**config.mk**
```make
export PLATFORM = sky130hd
export DESIGN_NAME = key_debounce_tick_unit_flat
export DESIGN_NICKNAME = d
export VERILOG_FILES = /design/src/rtl/kdt_pkg.sv /design/src/rtl/kdt_if.sv /design/src/rtl/kdt_in_reg.sv /design/src/rtl/kdt_core.sv /design/src/rtl/kdt_out_reg.sv /design/src/rtl/key_debounce_tick_unit.sv /design/src/flat_wrapper.sv
export SDC_FILE = /design/constraint.sdc
export NUM_CORES = 1
export LEC_CHECK = 0
export ABC_AREA = 1
export BUFFER_PORTS_ARGS = -buffer_cell sky130_fd_sc_hd__buf_4
export CAP_MARGIN = 20
export CORE_MARGIN = 2
export CORE_UTILIZATION = 50
export CTS_BUF_LIST = sky130_fd_sc_hd__clkbuf_16
export DETAILED_ROUTE_END_ITERATION = 16
export PLACE_DENSITY = 0.72
export SYNTH_ARGS = -nofsm -noshare
export SYNTH_HDL_FRONTEND = slang
export SYNTH_HIERARCHICAL = 1
export SYNTH_SLANG_ARGS = --single-unit
```
**constraint.sdc**
```tcl
create_clock -name clk_i -period 4.51 [get_ports clk_i]
set_clock_uncertainty 0.1 [all_clocks]
set_input_delay 0.451 -clock clk_i [delete_from_list [all_inputs] [get_ports clk_i]]
set_output_delay 0.451 -clock clk_i [all_outputs]
set_load 0.02 [all_outputs]
```
**src/rtl/kdt_pkg.sv**
```systemverilog
`timescale 1ns / 1ps
// ----------------------------------------------------------------------------
// kdt_pkg: shared types and constants of the key debounce tick unit
// Word layouts, divider reset and reload values and the key pin gather function.
// ----------------------------------------------------------------------------
package kdt_pkg;

  localparam int unsigned NumKeys = 8;

  typedef struct packed {
    logic [7:0] port_d;
    logic [7:0] port_b;
    logic [7:0] press_clear;
    logic       second_clear;
  } tick_t;

  typedef struct packed {
    logic [7:0]  keys_debounced;
    logic [7:0]  keys_pressed;
    logic        second_flag;
    logic        second_pulse;
    logic [63:0] time_tenths;
  } res_t;

  localparam logic [1:0] DivDebounceRst    = 2'd2;
  localparam logic [1:0] DivDebounceReload = 2'd1;
  localparam logic [7:0] DivSecondRst      = 8'd200;
  localparam logic [7:0] DivSecondReload   = 8'd199;
  localparam logic [8:0] DivTenthRst       = 9'd333;
  localparam logic [8:0] DivTenthReload    = 9'd19;

  // key bit map: 7<-D4, 6<-D3, 5<-D2, 4<-D5, 3<-D6, 2<-D7, 1<-B0, 0<-D2
  function automatic logic [NumKeys-1:0] gather_keys(input logic [7:0] pd,
                                                     input logic [7:0] pb);
    logic [NumKeys-1:0] v;
    v = {pd[4], pd[3], pd[2], pd[5], pd[6], pd[7], pb[0], pd[2]};
    return v;
  endfunction

endpackage

```
**src/rtl/kdt_if.sv**
```systemverilog
`timescale 1ns / 1ps
// ----------------------------------------------------------------------------
// kdt_if: valid/ready channels of the key debounce tick unit
// One interface for the tick words and one for the result words.
// ----------------------------------------------------------------------------
interface kdt_tick_if;
  logic       valid;
  logic       ready;
  logic [7:0] port_d;
  logic [7:0] port_b;
  logic [7:0] press_clear;
  logic       second_clear;

  modport source (output valid, output port_d, output port_b, output press_clear,
                  output second_clear, input ready);
  modport sink   (input valid, input port_d, input port_b, input press_clear,
                  input second_clear, output ready);
endinterface

interface kdt_result_if;
  logic        valid;
  logic        ready;
  logic [7:0]  keys_debounced;
  logic [7:0]  keys_pressed;
  logic        second_flag;
  logic        second_pulse;
  logic [63:0] time_tenths;

  modport source (output valid, output keys_debounced, output keys_pressed,
                  output second_flag, output second_pulse, output time_tenths,
                  input ready);
  modport sink   (input valid, input keys_debounced, input keys_pressed,
                  input second_flag, input second_pulse, input time_tenths,
                  output ready);
endinterface

```
**src/rtl/kdt_in_reg.sv**
```systemverilog
`timescale 1ns / 1ps
// ----------------------------------------------------------------------------
// kdt_in_reg: input register for tick words
// Captures one tick word and holds it until the core takes it.
// ----------------------------------------------------------------------------
module kdt_in_reg
  import kdt_pkg::*;
(
  input  logic            clk_i,
  input  logic            rst_ni,
  kdt_tick_if.sink        tick_i,
  input  logic            advance_i,
  output logic            valid_o,
  output tick_t           tick_o
);

  logic  valid_q, valid_d;
  tick_t tick_q;
  logic  load;

  assign tick_i.ready = !valid_q || advance_i;
  assign load         = tick_i.valid && tick_i.ready;
  assign valid_d      = load ? 1'b1 : (advance_i ? 1'b0 : valid_q);

  always_ff @(posedge clk_i or negedge rst_ni) begin
    if (!rst_ni) begin
      valid_q <= 1'b0;
    end else begin
      valid_q <= valid_d;
    end
  end

  always_ff @(posedge clk_i) begin
    if (load) begin
      tick_q <= '{port_d:       tick_i.port_d,
                  port_b:       tick_i.port_b,
                  press_clear:  tick_i.press_clear,
                  second_clear: tick_i.second_clear};
    end
  end

  assign valid_o = valid_q;
  assign tick_o  = tick_q;

endmodule

```
**src/rtl/kdt_core.sv**
```systemverilog
`timescale 1ns / 1ps
// ----------------------------------------------------------------------------
// kdt_core: debounce, press latch and divider state
// Applies one tick word to the state and forms the result word.
// ----------------------------------------------------------------------------
module kdt_core
  import kdt_pkg::*;
(
  input  logic  clk_i,
  input  logic  rst_ni,
  input  logic  step_i,
  input  tick_t tick_i,
  output res_t  res_o
);

  logic [NumKeys-1:0] cnt_lo_q, cnt_lo_d;
  logic [NumKeys-1:0] cnt_hi_q, cnt_hi_d;
  logic [NumKeys-1:0] deb_q, deb_d;
  logic [NumKeys-1:0] prs_q, prs_d;
  logic               sec_q, sec_d;
  logic [1:0]         div_deb_q, div_deb_d;
  logic [7:0]         div_sec_q, div_sec_d;
  logic [8:0]         div_ten_q, div_ten_d;
  logic [63:0]        tenths_q, tenths_d;
  logic               pulse;

  always_comb begin
    logic [NumKeys-1:0] raw;
    logic [NumKeys-1:0] chg;
    logic [NumKeys-1:0] prs_clr;
    raw       = gather_keys(tick_i.port_d, tick_i.port_b);
    chg       = deb_q ^ ~raw;
    prs_clr   = prs_q & ~tick_i.press_clear;
    cnt_lo_d  = cnt_lo_q;
    cnt_hi_d  = cnt_hi_q;
    deb_d     = deb_q;
    prs_d     = prs_clr;
    sec_d     = sec_q && !tick_i.second_clear;
    pulse     = 1'b0;
    div_deb_d = div_deb_q - 2'd1;
    div_sec_d = div_sec_q - 8'd1;
    div_ten_d = div_ten_q - 9'd1;
    tenths_d  = tenths_q;

    if (div_deb_q == '0) begin
      div_deb_d = DivDebounceReload;
      cnt_lo_d  = ~(cnt_lo_q & chg);
      cnt_hi_d  = cnt_lo_d ^ (cnt_hi_q & chg);
      chg       = chg & cnt_lo_d & cnt_hi_d;
      deb_d     = deb_q ^ chg;
      prs_d     = prs_clr | (deb_d & chg);
    end

    if (div_sec_q == '0) begin
      div_sec_d = DivSecondReload;
      sec_d     = 1'b1;
      pulse     = 1'b1;
    end

    if (div_ten_q == '0) begin
      div_ten_d = DivTenthReload;
      tenths_d  = tenths_q + 64'd1;
    end
  end

  always_ff @(posedge clk_i or negedge rst_ni) begin
    if (!rst_ni) begin
      cnt_lo_q  <= '0;
      cnt_hi_q  <= '0;
      deb_q     <= '0;
      prs_q     <= '0;
      sec_q     <= 1'b0;
      div_deb_q <= DivDebounceRst;
      div_sec_q <= DivSecondRst;
      div_ten_q <= DivTenthRst;
      tenths_q  <= '0;
    end else if (step_i) begin
      cnt_lo_q  <= cnt_lo_d;
      cnt_hi_q  <= cnt_hi_d;
      deb_q     <= deb_d;
      prs_q     <= prs_d;
      sec_q     <= sec_d;
      div_deb_q <= div_deb_d;
      div_sec_q <= div_sec_d;
      div_ten_q <= div_ten_d;
      tenths_q  <= tenths_d;
    end
  end

  assign res_o = '{keys_debounced: deb_d,
                   keys_pressed:   prs_d,
                   second_flag:    sec_d,
                   second_pulse:   pulse,
                   time_tenths:    tenths_d};

endmodule

```
**src/rtl/kdt_out_reg.sv**
```systemverilog
`timescale 1ns / 1ps
// ----------------------------------------------------------------------------
// kdt_out_reg: result register
// Holds one result word until the receiver takes it.
// ----------------------------------------------------------------------------
module kdt_out_reg
  import kdt_pkg::*;
(
  input  logic          clk_i,
  input  logic          rst_ni,
  input  logic          load_i,
  input  res_t          res_i,
  output logic          free_o,
  kdt_result_if.source  result_o
);

  logic valid_q, valid_d;
  res_t res_q;

  assign free_o  = !valid_q || result_o.ready;
  assign valid_d = load_i ? 1'b1 : (result_o.ready ? 1'b0 : valid_q);

  always_ff @(posedge clk_i or negedge rst_ni) begin
    if (!rst_ni) begin
      valid_q <= 1'b0;
    end else begin
      valid_q <= valid_d;
    end
  end

  always_ff @(posedge clk_i) begin
    if (load_i) begin
      res_q <= res_i;
    end
  end

  assign result_o.valid          = valid_q;
  assign result_o.keys_debounced = res_q.keys_debounced;
  assign result_o.keys_pressed   = res_q.keys_pressed;
  assign result_o.second_flag    = res_q.second_flag;
  assign result_o.second_pulse   = res_q.second_pulse;
  assign result_o.time_tenths    = res_q.time_tenths;

endmodule

```
**src/rtl/key_debounce_tick_unit.sv**
```systemverilog
`timescale 1ns / 1ps
// ----------------------------------------------------------------------------
// key_debounce_tick_unit: eight-key debouncer with second and tenth dividers
// Each tick word is one 5 ms tick carrying the raw port D and port B pins,
// a mask of consumed presses and a seconds flag clear. Each tick yields one
// result word: debounced keys, latched presses, seconds flag and pulse, and
// a 64-bit count of tenths of a second.
// Channels: tick_i (sink) and result_o (source), valid/ready; a word moves
// when valid and ready are both high.
// Path: a taken tick word passes the input register, then the state update
// and the result register, which offers the result word.
// Throughput: one tick word per cycle while the receiver takes results; the
// state update between the two registers is combinational.
// Reset: counters, debounced keys, presses and the seconds flag clear; the
// dividers load their first-period values. Both registers come up empty.
// Stall: while the receiver holds ready low, the result register holds its
// word, one further tick waits in the input register, then tick_i.ready
// drops. No word is lost or repeated.
// ----------------------------------------------------------------------------
module key_debounce_tick_unit
  import kdt_pkg::*;
(
  input  logic          clk_i,
  input  logic          rst_ni,
  kdt_tick_if.sink      tick_i,
  kdt_result_if.source  result_o
);

  logic  in_valid;
  tick_t tick;
  res_t  res;
  logic  out_free;
  logic  advance;

  assign advance = in_valid && out_free;

  kdt_in_reg u_in_reg (
    .clk_i     (clk_i),
    .rst_ni    (rst_ni),
    .tick_i    (tick_i),
    .advance_i (advance),
    .valid_o   (in_valid),
    .tick_o    (tick)
  );

  kdt_core u_core (
    .clk_i  (clk_i),
    .rst_ni (rst_ni),
    .step_i (advance),
    .tick_i (tick),
    .res_o  (res)
  );

  kdt_out_reg u_out_reg (
    .clk_i    (clk_i),
    .rst_ni   (rst_ni),
    .load_i   (advance),
    .res_i    (res),
    .free_o   (out_free),
    .result_o (result_o)
  );

endmodule

```
**src/flat_wrapper.sv**
```systemverilog
// flat-port wrapper written by rule: the top's interface ports become plain ports
module key_debounce_tick_unit_flat import kdt_pkg::*;
  (clk_i, rst_ni, tick_i_valid, tick_i_port_d, tick_i_port_b, tick_i_press_clear, tick_i_second_clear, tick_i_ready, result_o_valid, result_o_keys_debounced, result_o_keys_pressed, result_o_second_flag, result_o_second_pulse, result_o_time_tenths, result_o_ready);
  kdt_tick_if tick_i_i ();
  kdt_result_if result_o_i ();
  input  logic clk_i;
  input  logic rst_ni;
  input wire logic [$bits(tick_i_i.valid)-1:0] tick_i_valid;
  input wire logic [$bits(tick_i_i.port_d)-1:0] tick_i_port_d;
  input wire logic [$bits(tick_i_i.port_b)-1:0] tick_i_port_b;
  input wire logic [$bits(tick_i_i.press_clear)-1:0] tick_i_press_clear;
  input wire logic [$bits(tick_i_i.second_clear)-1:0] tick_i_second_clear;
  output wire logic [$bits(tick_i_i.ready)-1:0] tick_i_ready;
  output wire logic [$bits(result_o_i.valid)-1:0] result_o_valid;
  output wire logic [$bits(result_o_i.keys_debounced)-1:0] result_o_keys_debounced;
  output wire logic [$bits(result_o_i.keys_pressed)-1:0] result_o_keys_pressed;
  output wire logic [$bits(result_o_i.second_flag)-1:0] result_o_second_flag;
  output wire logic [$bits(result_o_i.second_pulse)-1:0] result_o_second_pulse;
  output wire logic [$bits(result_o_i.time_tenths)-1:0] result_o_time_tenths;
  input wire logic [$bits(result_o_i.ready)-1:0] result_o_ready;
  assign tick_i_i.valid = tick_i_valid;
  assign tick_i_i.port_d = tick_i_port_d;
  assign tick_i_i.port_b = tick_i_port_b;
  assign tick_i_i.press_clear = tick_i_press_clear;
  assign tick_i_i.second_clear = tick_i_second_clear;
  assign tick_i_ready = tick_i_i.ready;
  assign result_o_valid = result_o_i.valid;
  assign result_o_keys_debounced = result_o_i.keys_debounced;
  assign result_o_keys_pressed = result_o_i.keys_pressed;
  assign result_o_second_flag = result_o_i.second_flag;
  assign result_o_second_pulse = result_o_i.second_pulse;
  assign result_o_time_tenths = result_o_i.time_tenths;
  assign result_o_i.ready = result_o_ready;
  key_debounce_tick_unit u_core (.clk_i(clk_i), .rst_ni(rst_ni), .tick_i(tick_i_i), .result_o(result_o_i));
endmodule
```
==> results by group, run 1 <==
Clocking
  • Clock buffer depth: 3
  • Postcts setup bufs: 0
  • Clock sinks: 216
  • Clock-pin transition on the worst setup and hold timing paths: 60 ps
  • H-Tree Depth: 1
  • CTS Root Cell: clkbuf_16
  • PostCTS Resize Cnt: 0
  • TritonCTS clock tree: yes
  • Cts bufs inserted: 23
  • Worst-skew pair later-pin latency: 510 ps

Global routing
  • Gr ovfl total: 0
  • First-pass GRT wire length: 39500 um
  • GRT Util Overall: 0.222
  • Pin count of the biggest net entering global routing: 79
  • Initial antenna violation count: 0
  • Number of global-route vias before repair: 8025

Floorplan
  • Total Die Area: 0.0225 mm^2
  • Die width: 150 um
  • Core area: 0.0210 mm^2
  • IO Count: 113
  • Chip height: 150 um
  • Starting density of the core: 0.509
  • Num rows: 53

Hold path
  • Worst min path class: in -> reg
  • Hold Startpoint: tick_i_press_clear[1]

Power and ir drop
  • Power density over cell area: roughly 480 mW/mm^2
  • LEAKAGE: approximately 5.7 nW
  • VDD IR max: ~0.00038 V
  • Total power: ~5.9 mW

Worst setup path
  • RR Startpoint: u_core/u_core/div_ten_q[1]
  • Worst Path Arrival: around 2900 ps
  • Crit path from: u_core/u_core/div_ten_q[1]
  • CP Capture Type: register
  • Critical path peak fanout: 19
  • Critical setup path kind: reg -> reg
  • Reg2Reg Setup Slack: 1760 ps
  • WP data required: 4660 ps
  • CP Launch Type: register

STA
  • Slew at the pin closest to its max-slew limit: roughly 960 ps
  • Final Critical Period: around 2800 ps
  • Final Cycle Share: 0.611
  • Fin Setup TNS: 0 ps
  • Peak Freq: between 0.3 and 0.4 GHz
  • Relative slew slack: 0.358
  • Setup ws final: about 1800 ps
  • Final hold vios: 0
  • Slew Limit Fails: 0
  • RSZ-0062 raised after global routing: false
  • Final setup vio count: 0

Run status
  • Status: finished, final reports clean

Cells and area
  • Filler cells: 1888
  • N_diodes: 0
  • Share of cells above drive strength 1: 0.133
  • Synth-to-layout area growth: 16.3%
  • # nets final: 1405
  • Final Instance Area: 0.0124 mm^2

Placed design
  • Setup WS pre-CTS: ~1600 ps
  • Cell Area, Placed: 0.0117 mm^2
  • Quantity of I/O buffers inserted on ports: 103
  • Routability congestion estimate: 0.913
  • Dpl hpwl: 17200 um

Synthesis
  • Syn Inst Count: around 1.3k
  • Avg Inst Size Synth: 8.48 um^2
  • Post-Syn Area: 0.0107 mm^2
  • Ys Warns: 6
  • Mapped Nets: 1298

Detailed routing
  • Wire length per cell: 14.7 um
  • Final WL: approximately 24000 um
  • Starting DRT DRC Count: 626
  • First-pass DRT Iterations: 5
  • Antenna viol nets, final: 0
  • Vias per cell: 5.11
  • Post-route DRC: 0
  • Vias: 8459

Job
  • Max-cap violations: 0
## critical path, cell delays in order (launching register included)
cell and delay, ps:
dfrtp_1 390, inv_1 60, ha_1 150, nand2_1 130
nor3_4 800, nand2_2 200, nor2_2 300, nand3_1 140
and2_1 210
## area by class of cell
class / count / area (um^2) / area share
sequential: 216 / 5910 / 0.477
multi-input combinational: 857 / 4040 / 0.326
timing repair buffer: 111 / 843 / 0.0680
inverter: 155 / 587 / 0.0473
clock buffer: 23 / 576 / 0.0464
tap: 275 / 344 / 0.0278
clock inverter: 18 / 103 / 0.00828
## per-stage QoR
step	hold WS [ps]	cells	utilization
global placement	364	1612	0.558
finish	20.8	1655	0.591
CTS	4.71	1654	0.591
global route	0.483	1655	0.591
detailed placement	369	1612	0.558
floorplan	55.4	1257	-
## state kept, by name, indices dropped and copies added, names as in the netlist, 9 cells and up
register,flops
u_core/u_core/tenths_q,64
u_core/u_out_reg/result_o.time_tenths,64
u_core/u_in_reg/tick_o,16
u_core/u_core/div_ten_q,9
## layout by cell type (no fill, tap or decap), types with 17 or more instances in the layout
cell type,instances
buf_4,109
clkbuf_16,23
dfrtp_1,109
edfxtp_1,98
inv_1,161
nand2_1,399
nand3_1,77
nor2_1,141
nor3_1,17
o21ai_0,83
xor2_1,26
## power breakdown
part	leakage, nW	switching, mW	internal [mW]
clock	0.366	0.734	0.977
combinational	2.78	0.863	0.503
sequential	2.51	0.274	2.57
## metal layers
| metal | GRT usage | share of wire | vias up |
|---|---|---|---|
| met1 | 0.293 | 0.43 | 3888 |
| met2 | 0.368 | 0.47 | 285 |
| li1 | - | - | 4229 |
| met4 | 0.0825 | 0.034 | 0 |
| met5 | 0 | 0 | - |
| met3 | 0.0399 | 0.069 | 57 |
## what timing repair did
item | 4_1_cts | 5_1_grt
hold buffers | 1 | 0
endpoints found under the setup margin | 0 | 0
endpoints found under the hold margin | 54 | 0
## worst paths after layout
check,end,cells past startpoint
max,u_core/u_out_reg/result_o.time_tenths[62],8
min,u_core/u_in_reg/tick_o[2],1
max reg2reg,u_core/u_out_reg/result_o.time_tenths[62],8
min reg2reg,u_core/u_core/cnt_hi_q[0],1
max in group asynchronous,u_core/u_core/div_ten_q[6],3
min in group asynchronous,u_core/u_core/deb_q[3],2
Note: power is estimated with default switching activity, not from simulation.
==> run 2, diff against run 1 <==
PLACE_DENSITY = 0.69   (was 0.72)
clock period = 2.63 ns   (was 4.51 ns; I/O delays follow)
==> run 2 against run 1 <==
Effect of this change:
- utilization up 2.2 points
- wire length up 1.3%
- fmax up 19%
- hold slack better by 150 ps
- global-route usage about the same
- clock power up 110%
- highest routed layer unchanged
==> results by group, run 2 (synthesis gave the netlist of run 1 again) <==
Global routing
  • GRT Util Overall: 0.223 (was 0.222)
  • Initial antenna violation count: 0 (unchanged)
  • Pin count of the biggest net entering global routing: 77 (was 79)
  • First-pass GRT wire length: 39600 um (was 39500 um)
  • Number of global-route vias before repair: 8105 (was 8025)
  • Gr ovfl total: 0 (unchanged)

Worst setup path
  • Bufs and invs on worst path: 1 (unchanged)
  • CP cell instances: inv_1, ha_1, nand2_1, nor2_2, nand2_2, nor3b_2, nand3_1, and2_1 (was inv_1, ha_1, nand2_1, nor3_4, nand2_2, nor2_2, nand3_1, and2_1)
  • CP Capture Type: register (unchanged)
  • Critical setup path kind: reg -> reg (unchanged)
  • Cell family with most CP delay: simple AND/OR/NAND/NOR gates (unchanged)
  • WP data required: 2800 ps (was 4660 ps)
  • Slowest CP cell: nor3b_2 (was nor3_4)
  • CP Launch Type: register (unchanged)
  • Worst Path Arrival: 2470 ps (was 2910 ps)
  • CP peak stage delay: 430 ps (was 800 ps)
  • Critical path peak fanout: 17 (was 19)

Clocking
  • Clock buffer depth: 3 (unchanged)
  • Cts bufs inserted: 24 (was 23)
  • Postcts setup bufs: 0 (unchanged)
  • Clock-pin transition on the worst setup and hold timing paths: 60 ps (about the same)
  • Worst-skew pair later-pin latency: 510 ps (about the same)
  • Clock sinks: 216 (unchanged)
  • CTS Root Cell: clkbuf_16 (unchanged)
  • TritonCTS clock tree: yes (unchanged)
  • PostCTS Resize Cnt: 0 (unchanged)
  • H-Tree Depth: 1 (unchanged)

Floorplan
  • Core area: 0.0210 mm^2 (unchanged)
  • Total Die Area: 0.0225 mm^2 (unchanged)
  • Num rows: 53 (unchanged)
  • Starting density of the core: 0.509 (unchanged)
  • Die width: 150 um (unchanged)
  • Chip height: 150 um (unchanged)
  • IO Count: 113 (unchanged)

STA
  • Final Critical Period: 2310 ps (was 2750 ps)
  • Slew Limit Fails: 0 (unchanged)
  • Final Cycle Share: 0.877 (was 0.611)
  • Final setup vio count: 0 (unchanged)
  • Hold_ws: 172 ps (was 20.8 ps)
  • Fin Setup TNS: 0 ps (unchanged)
  • Peak Freq: 0.434 GHz (was 0.363 GHz)
  • Relative slew slack: 0.491 (was 0.358)
  • Final hold vios: 0 (unchanged)
  • Slew at the pin closest to its max-slew limit: 764 ps (was 960 ps)
  • RSZ-0062 raised after global routing: false (unchanged)

Placed design
  • Quantity of I/O buffers inserted on ports: 103 (unchanged)
  • Routability congestion estimate: 0.979 (was 0.913)
  • Dpl hpwl: 17300 um (was 17200 um)

Cells and area
  • Filler cells: 1802 (was 1888)
  • Most common cell after layout, fill and taps aside: nand2_1 (unchanged)
  • Synth-to-layout area growth: 20.7% (was 16.3%)
  • # nets final: 1432 (was 1405)
  • N_diodes: 0 (unchanged)
  • Share of cells above drive strength 1: 0.145 (was 0.133)
  • Most frequent cells in the layout: 397 x nand2_1, 156 x inv_1, 141 x nor2_1 (was 399 x nand2_1, 161 x inv_1, 141 x nor2_1)

Power and ir drop
  • Sw power: 3.31 mW (was 1.87 mW)
  • VDD IR max: 0.000609 V (was 0.000383 V)
  • Sw frac: 0.303 (was 0.316)
  • Power density over cell area: 849 mW/mm^2 (was 477 mW/mm^2)
  • Clock power share: 0.334 (was 0.289)
  • LEAKAGE: 5.85 nW (was 5.66 nW)
  • P_int: 7.62 mW (was 4.05 mW)
  • Logic pwr share: 0.219 (was 0.231)
  • Sequential power share: 0.446 (was 0.480)

Detailed routing
  • Post-route DRC: 0 (unchanged)
  • First-pass DRT Iterations: 5 (unchanged)
  • Antenna viol nets, final: 0 (unchanged)
  • Starting DRT DRC Count: 550 (was 626)
  • Final WL: 24700 um (was 24300 um)
  • Vias: 8560 (was 8459)
  • Wire length per cell: 14.6 um (was 14.7 um)
  • Vias per cell: 5.08 (was 5.11)

Run status
  • Status: finished, final reports clean (unchanged)

Job
  • Max-cap violations: 0 (unchanged)

Hold path
  • Worst min path class: in -> async (was in -> reg)
[run 2: worst register-to-register path: cells and delay by family, from the launching register on]
kind,cells,cell delay (ps)
fa+ha+maj,1,150
buf+inv,1,60
flops,1,390
simple gates,6,1370
[run 2: final cells by class]
| class | count | area, um^2 | area share |
|---|---|---|---|
| Clock buffer | 25 | 626 | 0.0486 |
| Multi-Input combinational cell | 857 | 4050 | 0.315 |
| Timing Repair Buffer | 137 | 1100 | 0.0856 |
| Sequential cell | 216 | 5910 | 0.459 |
| Tap cell | 275 | 344 | 0.0268 |
| Inverter | 155 | 586 | 0.0455 |
| Clock inverter | 19 | 245 | 0.0191 |
[run 2: final timing paths]
path                                             from                                        end  slack, ps  cells after the start
setup / recovery           u_core/u_core/div_ten_q[1]  u_core/u_out_reg/result_o.time_tenths[50]        320                      8
hold / removal                                 rst_ni                 u_core/u_core/tenths_q[27]        170                      2
setup reg to reg           u_core/u_core/div_ten_q[1]  u_core/u_out_reg/result_o.time_tenths[50]        320                      8
hold reg to reg             u_core/u_core/cnt_hi_q[4]                  u_core/u_core/cnt_hi_q[4]        380                      1
max in group asynchronous                      rst_ni                 u_core/u_core/tenths_q[53]       1510                      3
min in group clk_i                   tick_i_port_d[7]                 u_core/u_in_reg/tick_o[24]        370                      2
[run 2: power groups by stage]
stage               Clock, mW  Combinational [mW]  Sequential, mW
finish                   3.65                2.40            4.88
global route             3.88                2.71            4.96
CTS                      3.74                2.43            4.87
detailed placement          0                2.39            4.92
global placement            0                2.32            4.91
floorplan                   0                1.33            5.14
[run 2: repair_timing]
action	4_1_cts	5_1_grt
setup endpoints to repair	0	0
hold endpoints to repair	52	0
hold buffers	19	0
[run 2: metal layers]
metal | part of all wire | routed length [um] | GRT usage
met5 | 0 | 0 | 0
met4 | 0.031 | 753 | 0.0788
met3 | 0.067 | 1660 | 0.0451
met2 | 0.47 | 11700 | 0.374
met1 | 0.43 | 10600 | 0.287
[run 2: stage by stage]
step,util,cell area [um^2],total power [mW],setup slack (ps),cells
3_5_place_dp,0.563,11800,7.31,359,1621
2_1_floorplan,-,10700,6.47,-17.7,1257
6_report,0.614,12900,10.9,325,1684
4_1_cts,0.614,12900,11.0,349,1684
5_1_grt,0.614,12900,11.6,193,1684
3_3_place_gp,0.563,11800,7.23,364,1621
==> run 3, diff against run 2 <==
CTS_BUF_LIST = sky130_fd_sc_hd__clkbuf_8   (was sky130_fd_sc_hd__clkbuf_16)
==> run 3 against run 2 <==
Effect of this change:
- utilization shrank 0.50 points
- sequential power about the same
- critical endpoint unchanged
- largest cell class unchanged
- hold slack barely moved
- combinational power about the same
- largest power group unchanged
- die area is the same
- fmax increased by 1.4%
- register-to-register slack gained 30 ps
==> results by group, run 3 (synthesis gave the netlist of run 1 again) <==
Run status
  • Status: finished, final reports clean (unchanged)

STA
  • Final Cycle Share: 0.864 (was 0.877)
  • Final Critical Period: 2270 ps (was 2310 ps)
  • Peak Freq: 0.440 GHz (was 0.434 GHz)
  • Final hold vios: 0 (unchanged)
  • Slew Limit Fails: 0 (unchanged)
  • RSZ-0062 raised after global routing: false (unchanged)
  • Slew at the pin closest to its max-slew limit: 775 ps (was 764 ps)
  • Final setup vio count: 0 (unchanged)
  • Relative slew slack: 0.484 (was 0.491)

Clocking
  • CTS Root Cell: clkbuf_8 (was clkbuf_16)
  • Post-CTS Hold Buffers: 19 (unchanged)
  • PostCTS Resize Cnt: 0 (unchanged)
  • Worst-skew pair later-pin latency: 550 ps (was 510 ps)
  • TritonCTS clock tree: yes (unchanged)
  • Cts bufs inserted: 37 (was 24)
  • Clock sinks: 216 (unchanged)
  • Clock-pin transition on the worst setup and hold timing paths: 60 ps (about the same)
  • H-Tree Depth: 2 (was 1)
  • Postcts setup bufs: 0 (unchanged)
  • Clock buffer depth: 3 (unchanged)

Power and ir drop
  • LEAKAGE: 5.85 nW (about the same)
  • Power density over cell area: 815 mW/mm^2 (was 849 mW/mm^2)
  • VDD IR max: 0.000611 V (was 0.000609 V)

Cells and area
  • Final Instance Area: 0.0128 mm^2 (was 0.0129 mm^2)
  • Multi-input logic area: 0.00405 mm^2 (unchanged)
  • Synth-to-layout area growth: 19.7% (was 20.7%)
  • N_diodes: 0 (unchanged)
  • Util after Layout: 0.609 (was 0.614)
  • Storage cell area: 0.00591 mm^2 (unchanged)
  • Filler cells: 1828 (was 1802)
  • # nets final: 1445 (was 1432)
  • Most common cell after layout, fill and taps aside: nand2_1 (unchanged)
  • Most frequent cells in the layout: 397 x nand2_1, 163 x inv_1, 141 x nor2_1 (was 397 x nand2_1, 156 x inv_1, 141 x nor2_1)
  • Share of cells above drive strength 1: 0.154 (was 0.145)

Floorplan
  • Num rows: 53 (unchanged)
  • Chip height: 150 um (unchanged)
  • Core area: 0.0210 mm^2 (unchanged)
  • IO Count: 113 (unchanged)
  • Starting density of the core: 0.509 (unchanged)
  • Die width: 150 um (unchanged)
  • Total Die Area: 0.0225 mm^2 (unchanged)

Detailed routing
  • Vias per cell: 5.02 (was 5.08)
  • First-pass DRT Iterations: 5 (unchanged)
  • Starting DRT DRC Count: 530 (was 550)
  • Vias: 8569 (was 8560)
  • Wire length per cell: 14.5 um (was 14.6 um)
  • Antenna viol nets, final: 0 (unchanged)
  • Post-route DRC: 0 (unchanged)
  • Final WL: 24700 um (about the same)

Worst setup path
  • Critical setup path kind: reg -> reg (unchanged)
  • Slowest CP cell: nor3b_2 (unchanged)
  • CP cell instances: inv_1, ha_1, nand2_1, nor2_2, nand2_2, nor3b_2, nand3_1, and2_1 (unchanged)
  • Worst Path Arrival: 2470 ps (about the same)
  • CP Launch Type: register (unchanged)
  • WP data required: 2830 ps (was 2800 ps)
  • Critical path peak fanout: 17 (unchanged)
  • CP peak stage delay: 410 ps (was 430 ps)
  • CP Capture Type: register (unchanged)

Placed design
  • Quantity of I/O buffers inserted on ports: 103 (unchanged)
  • Dpl hpwl: 17300 um (unchanged)
  • Cell Area, Placed: 0.0118 mm^2 (unchanged)
  • Routability congestion estimate: 0.979 (unchanged)

Global routing
  • First-pass GRT wire length: 39400 um (was 39600 um)
  • GRT Util Overall: 0.223 (about the same)
  • Number of global-route vias before repair: 8059 (was 8105)
  • Gr ovfl total: 0 (unchanged)
  • Pin count of the biggest net entering global routing: 77 (unchanged)
  • Initial antenna violation count: 0 (unchanged)

Hold path
  • Worst min path class: in -> async (unchanged)

Job
  • Max-cap violations: 0 (unchanged)
## run 3: changes by cell type in the layout (fill, tap and decap cells not counted)
cell	delta
clkbuf_8	+41
inv_1	+7
clkinvlp_4	-1
inv_6	+2
clkinv_4	-1
clkbuf_16	-25
bufinv_16	-3
clkinv_2	+3
clkinv_1	+1
## run 3: layer usage
metal	up-vias	part of all wire	global-route usage
met2	250	0.47	0.371
li1	4305	-	-
met4	0	0.027	0.0797
met5	-	0	0
met3	52	0.061	0.0500
met1	3962	0.44	0.288
## run 3: critical path: cells and delay by family, from the launching register on
family	cells	cell delay, ps
buffers and inverters	1	60
adders and majority gates	1	150
and+or+nand+nor	6	1340
DFF	1	390
## run 3: area by class of cell
cell class / instances / area share
clock buffer: 41 / 0.0442
clock inverter: 27 / 0.0158
inverter: 155 / 0.0459
multi-input combinational: 857 / 0.318
sequential: 216 / 0.463
tap: 275 / 0.0270
timing repair buffer: 137 / 0.0863
## run 3: worst paths after layout
| kind | start | depth (start not counted) | to | slack, ps |
|---|---|---|---|---|
| min in group clk_i | tick_i_port_b[0] | 2 | u_core/u_in_reg/tick_o[9] | 340 |
| setup / recovery | u_core/u_core/div_ten_q[1] | 8 | u_core/u_out_reg/result_o.time_tenths[50] | 360 |
| max in group asynchronous | rst_ni | 3 | u_core/u_core/tenths_q[30] | 1530 |
| hold / removal | rst_ni | 2 | u_core/u_core/tenths_q[27] | 170 |
| hold reg to reg | u_core/u_core/cnt_hi_q[4] | 1 | u_core/u_core/cnt_hi_q[4] | 380 |
| setup reg to reg | u_core/u_core/div_ten_q[1] | 8 | u_core/u_out_reg/result_o.time_tenths[50] | 360 |
## run 3: power by group
part	leakage (nW)	switching (mW)	internal (mW)
Sequential	2.51	0.474	4.40
Clock	0.435	1.39	1.75
Combinational	2.90	1.48	0.904
## run 3: metrics by stage
stage / worst slack [ps] / total power, mW / hold WS (ps) / instances / setup TNS (ps)
final: 357 / 10.4 / 173 / 1708 / 0
after global placement: 364 / 7.23 / 192 / 1621 / 0
after floorplan: -17.7 / 6.47 / -133 / 1257 / -537
after detailed placement: 359 / 7.31 / 185 / 1621 / 0
after CTS: 359 / 10.5 / 161 / 1708 / 0
after global routing: 200 / 11.0 / 192 / 1708 / 0
